==> config.mk <==
export PLATFORM = sky130hd
export DESIGN_NAME = date_string_validator
export DESIGN_NICKNAME = d
export VERILOG_FILES = /design/src/hdl/dsv_pkg.sv /design/src/hdl/date_string_validator.sv
export SDC_FILE = /design/constraint.sdc
export NUM_CORES = 1
export LEC_CHECK = 0
export BUFFER_PORTS_ARGS = -buffer_cell sky130_fd_sc_hd__buf_2
export CAP_MARGIN = 20
export CORE_ASPECT_RATIO = 0.7
export CORE_UTILIZATION = 50
export DETAILED_ROUTE_END_ITERATION = 7
export GPL_TIMING_DRIVEN = 0
export PLACE_DENSITY = 0.67
export SYNTH_ARGS = -nofsm -noshare
export SYNTH_HDL_FRONTEND = slang
export SYNTH_SLANG_ARGS = --single-unit
==> constraint.sdc <==
create_clock -name i_clk -period 5.15 [get_ports i_clk]
set_input_delay 1.03 -clock i_clk [delete_from_list [all_inputs] [get_ports i_clk]]
set_output_delay 1.03 -clock i_clk [all_outputs]
set_load 0.01 [all_outputs]
==> src/hdl/dsv_pkg.sv <==
`timescale 1ns / 1ps
// ----------------------------------------------------------------------------
// dsv_pkg: shared types and constants for the DD-MM-YYYY date checker
// Character codes, string geometry, register indexes and the per-string
// accumulator record.
// ----------------------------------------------------------------------------
package dsv_pkg;

    localparam int unsigned YEAR_W  = 14;
    localparam int unsigned VAL_W   = 7;
    localparam int unsigned COUNT_W = 4;

    localparam logic [COUNT_W-1:0] COUNT_SAT = 4'd11;
    localparam logic [COUNT_W-1:0] DATE_LEN  = 4'd10;
    localparam logic [COUNT_W-1:0] DASH_POS0 = 4'd2;
    localparam logic [COUNT_W-1:0] DASH_POS1 = 4'd5;
    localparam logic [COUNT_W-1:0] MONTH_POS = 4'd3;
    localparam logic [COUNT_W-1:0] CENT_POS  = 4'd6;
    localparam logic [COUNT_W-1:0] YIC_POS   = 4'd8;

    localparam logic [7:0] DASH_CODE = 8'h2D;
    localparam logic [7:0] ZERO_CODE = 8'h30;
    localparam logic [7:0] NINE_CODE = 8'h39;

    localparam logic [YEAR_W-1:0] MIN_YEAR_RST = 14'd1900;
    localparam logic [YEAR_W-1:0] MAX_YEAR_RST = 14'd2100;

    // configuration register indexes
    localparam logic [1:0] REG_MIN_YEAR = 2'd0;
    localparam logic [1:0] REG_MAX_YEAR = 2'd1;

    typedef struct packed {
        logic [COUNT_W-1:0] count;
        logic               fmt_ok;
        logic [VAL_W-1:0]   day;
        logic [VAL_W-1:0]   month;
        logic [VAL_W-1:0]   century;
        logic [VAL_W-1:0]   yic;
    } t_str_state;

    localparam t_str_state STR_CLEAR = '{
        count:   '0,
        fmt_ok:  1'b1,
        day:     '0,
        month:   '0,
        century: '0,
        yic:     '0
    };

    // acc * 10 + d, kept to 7 bits
    function automatic logic [VAL_W-1:0] push_digit(input logic [VAL_W-1:0] acc,
                                                    input logic [3:0] d);
        logic [10:0] t;
        t = ({4'b0, acc} * 11'd10) + {7'b0, d};
        return t[VAL_W-1:0];
    endfunction

endpackage

==> src/hdl/date_string_validator.sv <==
`timescale 1ns / 1ps
// ----------------------------------------------------------------------------
// date_string_validator: DD-MM-YYYY date string checker
// Takes one ASCII character per item and gives one valid flag per string.
// ----------------------------------------------------------------------------
// Usage:
//   Input channel (i_valid / o_stall) carries i_char_code and i_last_char.
//   One character is taken per clock while o_stall is low. The character
//   marked by i_last_char ends the string and produces exactly one result
//   item on the output channel (o_valid / i_stall) carrying o_date_valid;
//   other characters produce nothing.
//   The last character is captured in the judge register and then moves on
//   to the result register, which drives o_valid.
//   Throughput: one character per cycle while o_stall is low; back-to-back
//   strings of any length are fine.
//   When the receiver stalls, the result register holds and the judge
//   register still absorbs one more finished string; o_stall rises only
//   when both are full.
//   Reset (i_rst_n low, synchronous) empties the pipeline, clears the
//   string accumulator and loads the year limits with 1900 and 2100.
//   Year limits are written through i_cfg_we / i_cfg_idx / i_cfg_data while
//   the block is idle; indexes other than 0 and 1 are ignored.
// ----------------------------------------------------------------------------
module date_string_validator (
    input  logic        i_clk,
    input  logic        i_rst_n,
    // configuration
    input  logic        i_cfg_we,
    input  logic [1:0]  i_cfg_idx,
    input  logic [13:0] i_cfg_data,
    // character input
    input  logic        i_valid,
    output logic        o_stall,
    input  logic [7:0]  i_char_code,
    input  logic        i_last_char,
    // result output
    output logic        o_valid,
    input  logic        i_stall,
    output logic        o_date_valid
);

    logic [dsv_pkg::YEAR_W-1:0] r_min_year;
    logic [dsv_pkg::YEAR_W-1:0] r_max_year;

    dsv_pkg::t_str_state r_str;
    dsv_pkg::t_str_state n_str;
    dsv_pkg::t_str_state r_jdg;
    logic                r_jdg_valid;
    logic                r_out_valid;
    logic                r_out_date_valid;
    logic                n_out_date_valid;

    logic in_acc;
    logic out_ready;
    logic jdg_adv;
    logic is_digit;

    // ---------------- configuration ----------------
    always_ff @(posedge i_clk) begin
        if (!i_rst_n) begin
            r_min_year <= dsv_pkg::MIN_YEAR_RST;
            r_max_year <= dsv_pkg::MAX_YEAR_RST;
        end else if (i_cfg_we) begin
            if (i_cfg_idx == dsv_pkg::REG_MIN_YEAR) begin
                r_min_year <= i_cfg_data;
            end
            if (i_cfg_idx == dsv_pkg::REG_MAX_YEAR) begin
                r_max_year <= i_cfg_data;
            end
        end
    end

    // ---------------- handshake ----------------
    assign out_ready = !r_out_valid || !i_stall;
    assign jdg_adv   = r_jdg_valid && out_ready;
    assign o_stall   = r_jdg_valid && !out_ready;
    assign in_acc    = i_valid && !o_stall;

    // ---------------- per-character update ----------------
    assign is_digit = (i_char_code >= dsv_pkg::ZERO_CODE) &&
                      (i_char_code <= dsv_pkg::NINE_CODE);

    always_comb begin
        n_str = r_str;
        if (r_str.count < dsv_pkg::DATE_LEN) begin
            priority if (r_str.count == dsv_pkg::DASH_POS0 ||
                         r_str.count == dsv_pkg::DASH_POS1) begin
                if (i_char_code != dsv_pkg::DASH_CODE) begin
                    n_str.fmt_ok = 1'b0;
                end
            end else if (!is_digit) begin
                n_str.fmt_ok = 1'b0;
            end else if (r_str.count < dsv_pkg::DASH_POS0) begin
                n_str.day = dsv_pkg::push_digit(r_str.day, i_char_code[3:0]);
            end else if (r_str.count < dsv_pkg::CENT_POS &&
                         r_str.count >= dsv_pkg::MONTH_POS) begin
                n_str.month = dsv_pkg::push_digit(r_str.month, i_char_code[3:0]);
            end else if (r_str.count < dsv_pkg::YIC_POS) begin
                n_str.century = dsv_pkg::push_digit(r_str.century, i_char_code[3:0]);
            end else begin
                n_str.yic = dsv_pkg::push_digit(r_str.yic, i_char_code[3:0]);
            end
        end
        if (r_str.count < dsv_pkg::COUNT_SAT) begin
            n_str.count = r_str.count + 4'd1;
        end
    end

    always_ff @(posedge i_clk) begin
        if (!i_rst_n) begin
            r_str <= dsv_pkg::STR_CLEAR;
        end else if (in_acc) begin
            r_str <= i_last_char ? dsv_pkg::STR_CLEAR : n_str;
        end
    end

    // finished string waits here for judging
    always_ff @(posedge i_clk) begin
        if (!i_rst_n) begin
            r_jdg_valid <= 1'b0;
        end else if (in_acc && i_last_char) begin
            r_jdg_valid <= 1'b1;
        end else if (jdg_adv) begin
            r_jdg_valid <= 1'b0;
        end
    end

    always_ff @(posedge i_clk) begin
        if (in_acc && i_last_char) begin
            r_jdg <= n_str;
        end
    end

    // ---------------- judge ----------------
    logic [13:0] year;
    logic        leap;
    logic [4:0]  day_max;
    logic        mon_short;

    always_comb begin
        year = (14'(r_jdg.century) * 14'd100) + 14'(r_jdg.yic);
        leap = (r_jdg.yic[1:0] == 2'b00) &&
               ((r_jdg.yic != '0) || (r_jdg.century[1:0] == 2'b00));
        mon_short = (r_jdg.month == 7'd4) || (r_jdg.month == 7'd6) ||
                    (r_jdg.month == 7'd9) || (r_jdg.month == 7'd11);
        priority if (mon_short) begin
            day_max = 5'd30;
        end else if (r_jdg.month == 7'd2) begin
            day_max = leap ? 5'd29 : 5'd28;
        end else begin
            day_max = 5'd31;
        end
        n_out_date_valid = (r_jdg.count == dsv_pkg::DATE_LEN) && r_jdg.fmt_ok &&
                           (year >= r_min_year) && (year <= r_max_year) &&
                           (r_jdg.month >= 7'd1) && (r_jdg.month <= 7'd12) &&
                           (r_jdg.day >= 7'd1) && (r_jdg.day <= {2'b0, day_max});
    end

    // ---------------- result register ----------------
    always_ff @(posedge i_clk) begin
        if (!i_rst_n) begin
            r_out_valid <= 1'b0;
        end else if (out_ready) begin
            r_out_valid <= r_jdg_valid;
        end
    end

    always_ff @(posedge i_clk) begin
        if (jdg_adv) begin
            r_out_date_valid <= n_out_date_valid;
        end
    end

    assign o_valid      = r_out_valid;
    assign o_date_valid = r_out_date_valid;

`ifndef SYNTHESIS
    // a last character always lands in the judge register
    a_last_to_jdg: assert property (@(posedge i_clk) disable iff (!i_rst_n)
        (in_acc && i_last_char) |=> r_jdg_valid)
        else $error("finished string not captured for judging");

    // accumulator is clean after a string ends
    a_clear_after_last: assert property (@(posedge i_clk) disable iff (!i_rst_n)
        (in_acc && i_last_char) |=> (r_str.count == '0 && r_str.fmt_ok))
        else $error("string state not cleared after last item");

    // the character count saturates
    a_count_sat: assert property (@(posedge i_clk) disable iff (!i_rst_n)
        r_str.count <= dsv_pkg::COUNT_SAT)
        else $error("character count beyond saturation");

    // a judged string moves to the output whenever the output can take it
    a_jdg_moves: assert property (@(posedge i_clk) disable iff (!i_rst_n)
        jdg_adv |=> o_valid)
        else $error("judged item lost before output");
`endif

endmodule

==> impl_metrics.ini <==
[outcome]
status = completed

[clock_network]
clockBufferDepth = 2
cts_tree = done
clk_latency_ps = 340
clockRootBuffer = clkbuf_16
cts_max_level = 3
ctsHoldBuffers = 0
post_cts_buffers = 0
cts_resized = 0
clock_sinks = 97
clkTransAtPathRegs_ps = 70
cts_buffers = 9

[final_layout]
drive_above_1_share = 0.137
n_fill_cell = 1081
nets = 816
antenna_cells = 0
final_cells = 850
multi_input_area_sq_um = 3920
final-seq-area_sq_um = 2280
areaGrowthSynthToFinish_pct = 10.4

[placed_design]
gp_congestion = 0.891
preCtsSetupSlack_ps = 326
dp.cells = 833
dp_hpwl_microns = 11100
portBuffers = 32

[sta]
setup-violations-final = 0
final.setup.tns_ps = 0
tightest_slew_ps = 714
final_hold_viol_count = 0
clock-skew-final_ps = 4.74
max_freq_mhz = 206
fin_crit_ps = 4860
final-max-slew-violation-count = 0
setup_ws_ps = 287
relSlewSlack = 0.523
rsz0062_at_grt = no
whs_ps = 467
period_share = 0.944

[logic_synthesis]
synthMuxAreaShare = 0.0428
syn_avg_cell_area_sq_um = 10.3
synthDistinctLibCells = 66
synth_edf_count = 34
synth-simple-area-share = 0.133
seq_area_frac_synth = 0.348
synth_top_family_by_area = adder cells
synth_area_sq_um = 6550
synthArstFlopShare = 0
synth_xor_area_frac = 0.0622
synth_ff_type = dfxtp_1
ys_ff_latch = 97
syn_nets = 771
synth-compound-area-share = 0.152
synth_fa_ha_area_frac = 0.209
synthCells = 638
ys_warn_count = 0

[critical_path]
startpoint_type = flop
reg2reg_depth = 16
r2r-end = o_date_valid$_DFFE_PP_
cp_max_fo = 5
end_kind = flop
crit_type = reg -> reg
required_ps = 5250
r2r_setup_slack_ps = 290
cp_data_arrival_time_ps = 4960
rr_startpoint = r_jdg[8]$_DFFE_PP_

[global_routing]
antenna_found_initial = 0
grt_pass1_vias = 4577
grt.total_usage = 0.219
grt_max_degree = 20
grt_first_pass_wirelength_microns = 23300
grt-ovfl-total = 0

[power_and_ir_drop]
p_per_area_nw_per_um2 = 241
total_power_uw = 1740
ir_drop_v = 0.000185
leakage_uw = 0.00306

[route]
drt-pass1-iter-count = 5
drc = 0
viasPerCell = 5.55
vias = 4716
routed_wl_microns = 14100
drt-initial-drc-count = 293
final_antenna_net_count = 0
post_drt_wl_per_cell_microns = 16.6

[min_path]
worstHoldEndpoint = r_max_year[1]$_SDFFE_PN0P_
hp-class = reg -> reg
min-delay-start = r_max_year[1]$_SDFFE_PN0P_
worstHoldPathCells = 2

[floorplanning]
die_h_microns = 97.8
die-area_sq_um = 13600
core_area_sq_um = 12600
start_util = 0.520
chipWidth_microns = 139
ios = 33
row_count = 34

[run]
maxCapViolations = 0
## metrics by stage
stage                util  instance area, sq um
floorplan               -                  6550
global placement    0.549                  6920
CTS                 0.574                  7230
detailed placement  0.551                  6940
global route        0.575                  7240
finish              0.575                  7240
## state kept, by name, summed over array words and instances, names as in the netlist
| name | flops |
|---|---|
| r_jdg | 33 |
| r_str | 33 |
| r_max_year | 14 |
| r_min_year | 14 |
| o_date_valid | 1 |
| o_valid | 1 |
| r_jdg_valid | 1 |
## layer usage
layer / routed length (microns) / GRT usage / share of wire
met1: 7510 / 0.327 / 0.53
met2: 6020 / 0.332 / 0.43
met3: 496 / 0.0373 / 0.035
met4: 110 / 0.0436 / 0.0078
met5: 0 / 0 / 0
## report_power, final
part | leakage (uW) | switching (uW) | internal, uW
sequential | 0.000844 | 11.5 | 810
combinational | 0.00207 | 150 | 105
clock | 0.000141 | 291 | 377
total | 0.00306 | 453 | 1290
## kinds of logic after synthesis
kind of cell / Yosys count
AOI/OAI and AO/OA: 140
xor gates and xnor gates: 45
and+or+nand+nor: 151
DFF: 97
muxes: 23
adders and majority gates: 103
buffers and inverters: 79
## Yosys cell counts (5+ instances only)
cell / number / area, sq um
ha_1: 92 / 1150
dfxtp_1: 63 / 1260
inv_1: 59 / 221
nand2_1: 53 / 199
xnor2_1: 35 / 307
edfxtp_1: 34 / 1020
a21oi_1: 32 / 160
nor2b_1: 25 / 156
a21boi_0: 20 / 150
nor2_1: 19 / 71.3
a22o_1: 16 / 140
mux2_2: 16 / 180
a21o_1: 12 / 90.1
a22oi_1: 11 / 82.6
clkbuf_1: 11 / 41.3
fa_1: 11 / 220
o211ai_1: 11 / 82.6
o21ai_0: 11 / 55.1
nand3_1: 9 / 45.0
xor2_1: 9 / 78.8
nor3b_1: 7 / 52.6
mux2_4: 6 / 90.1
a211oi_1: 5 / 37.5
nand2b_1: 5 / 31.3
nand4_1: 5 / 31.3
## worst max-delay path, cell delays in order (launching register included)
cell       delay (ps)
edfxtp_1          510
ha_1              350
ha_1              300
ha_1              300
inv_1              60
fa_1              450
nand2b_1          180
a21oi_1           160
xor2_1            270
nand3_1           160
nor4_2            290
xnor3_1           460
ha_1              330
nand4_1           160
a211oi_1          250
a2111oi_0         100
o221a_2           290
## worst max path at each step
stage,slack [ps],from,cells after the start,end
global placement,410,r_jdg[8]$_DFFE_PP_,16,o_date_valid$_DFFE_PP_
CTS,300,r_jdg[8]$_DFFE_PP_,16,o_date_valid$_DFFE_PP_
global route,60,r_jdg[8]$_DFFE_PP_,16,o_date_valid$_DFFE_PP_
finish,290,r_jdg[8]$_DFFE_PP_,16,o_date_valid$_DFFE_PP_
detailed placement,330,r_jdg[8]$_DFFE_PP_,16,o_date_valid$_DFFE_PP_
floorplan,770,r_jdg[8]$_DFFE_PP_,16,o_date_valid$_DFFE_PP_
## placed cells by master (no fill, tap or decap), types with 6 or more instances in the layout
| master | netlist | final |
|---|---|---|
| ha_1 | 92 | 92 |
| dfxtp_1 | 63 | 63 |
| inv_1 | 59 | 59 |
| nand2_1 | 53 | 53 |
| xnor2_1 | 35 | 35 |
| buf_2 | 1 | 34 |
| edfxtp_1 | 34 | 34 |
| a21oi_1 | 32 | 32 |
| nor2b_1 | 25 | 25 |
| a21boi_0 | 20 | 20 |
| nor2_1 | 19 | 19 |
| mux2_2 | 16 | 16 |
| a22o_1 | 16 | 16 |
| clkbuf_1 | 11 | 13 |
| a21o_1 | 12 | 12 |
| o21ai_0 | 11 | 11 |
| o211ai_1 | 11 | 11 |
| a22oi_1 | 11 | 11 |
| fa_1 | 11 | 11 |
| nand3_1 | 9 | 9 |
| xor2_1 | 9 | 9 |
| clkbuf_16 | 0 | 9 |
| nor3b_1 | 7 | 7 |
| mux2_4 | 6 | 6 |
## layout make-up
cell class,count,area share
Clock buffer,11,0.0322
Tap cell,162,0.0280
Multi-Input combinational cell,462,0.542
Clock inverter,5,0.00778
Buffer,20,0.0173
Inverter,59,0.0306
Sequential cell,97,0.315
Timing Repair Buffer,34,0.0266
No activity file was read; power rests on OpenSTA's default activity.
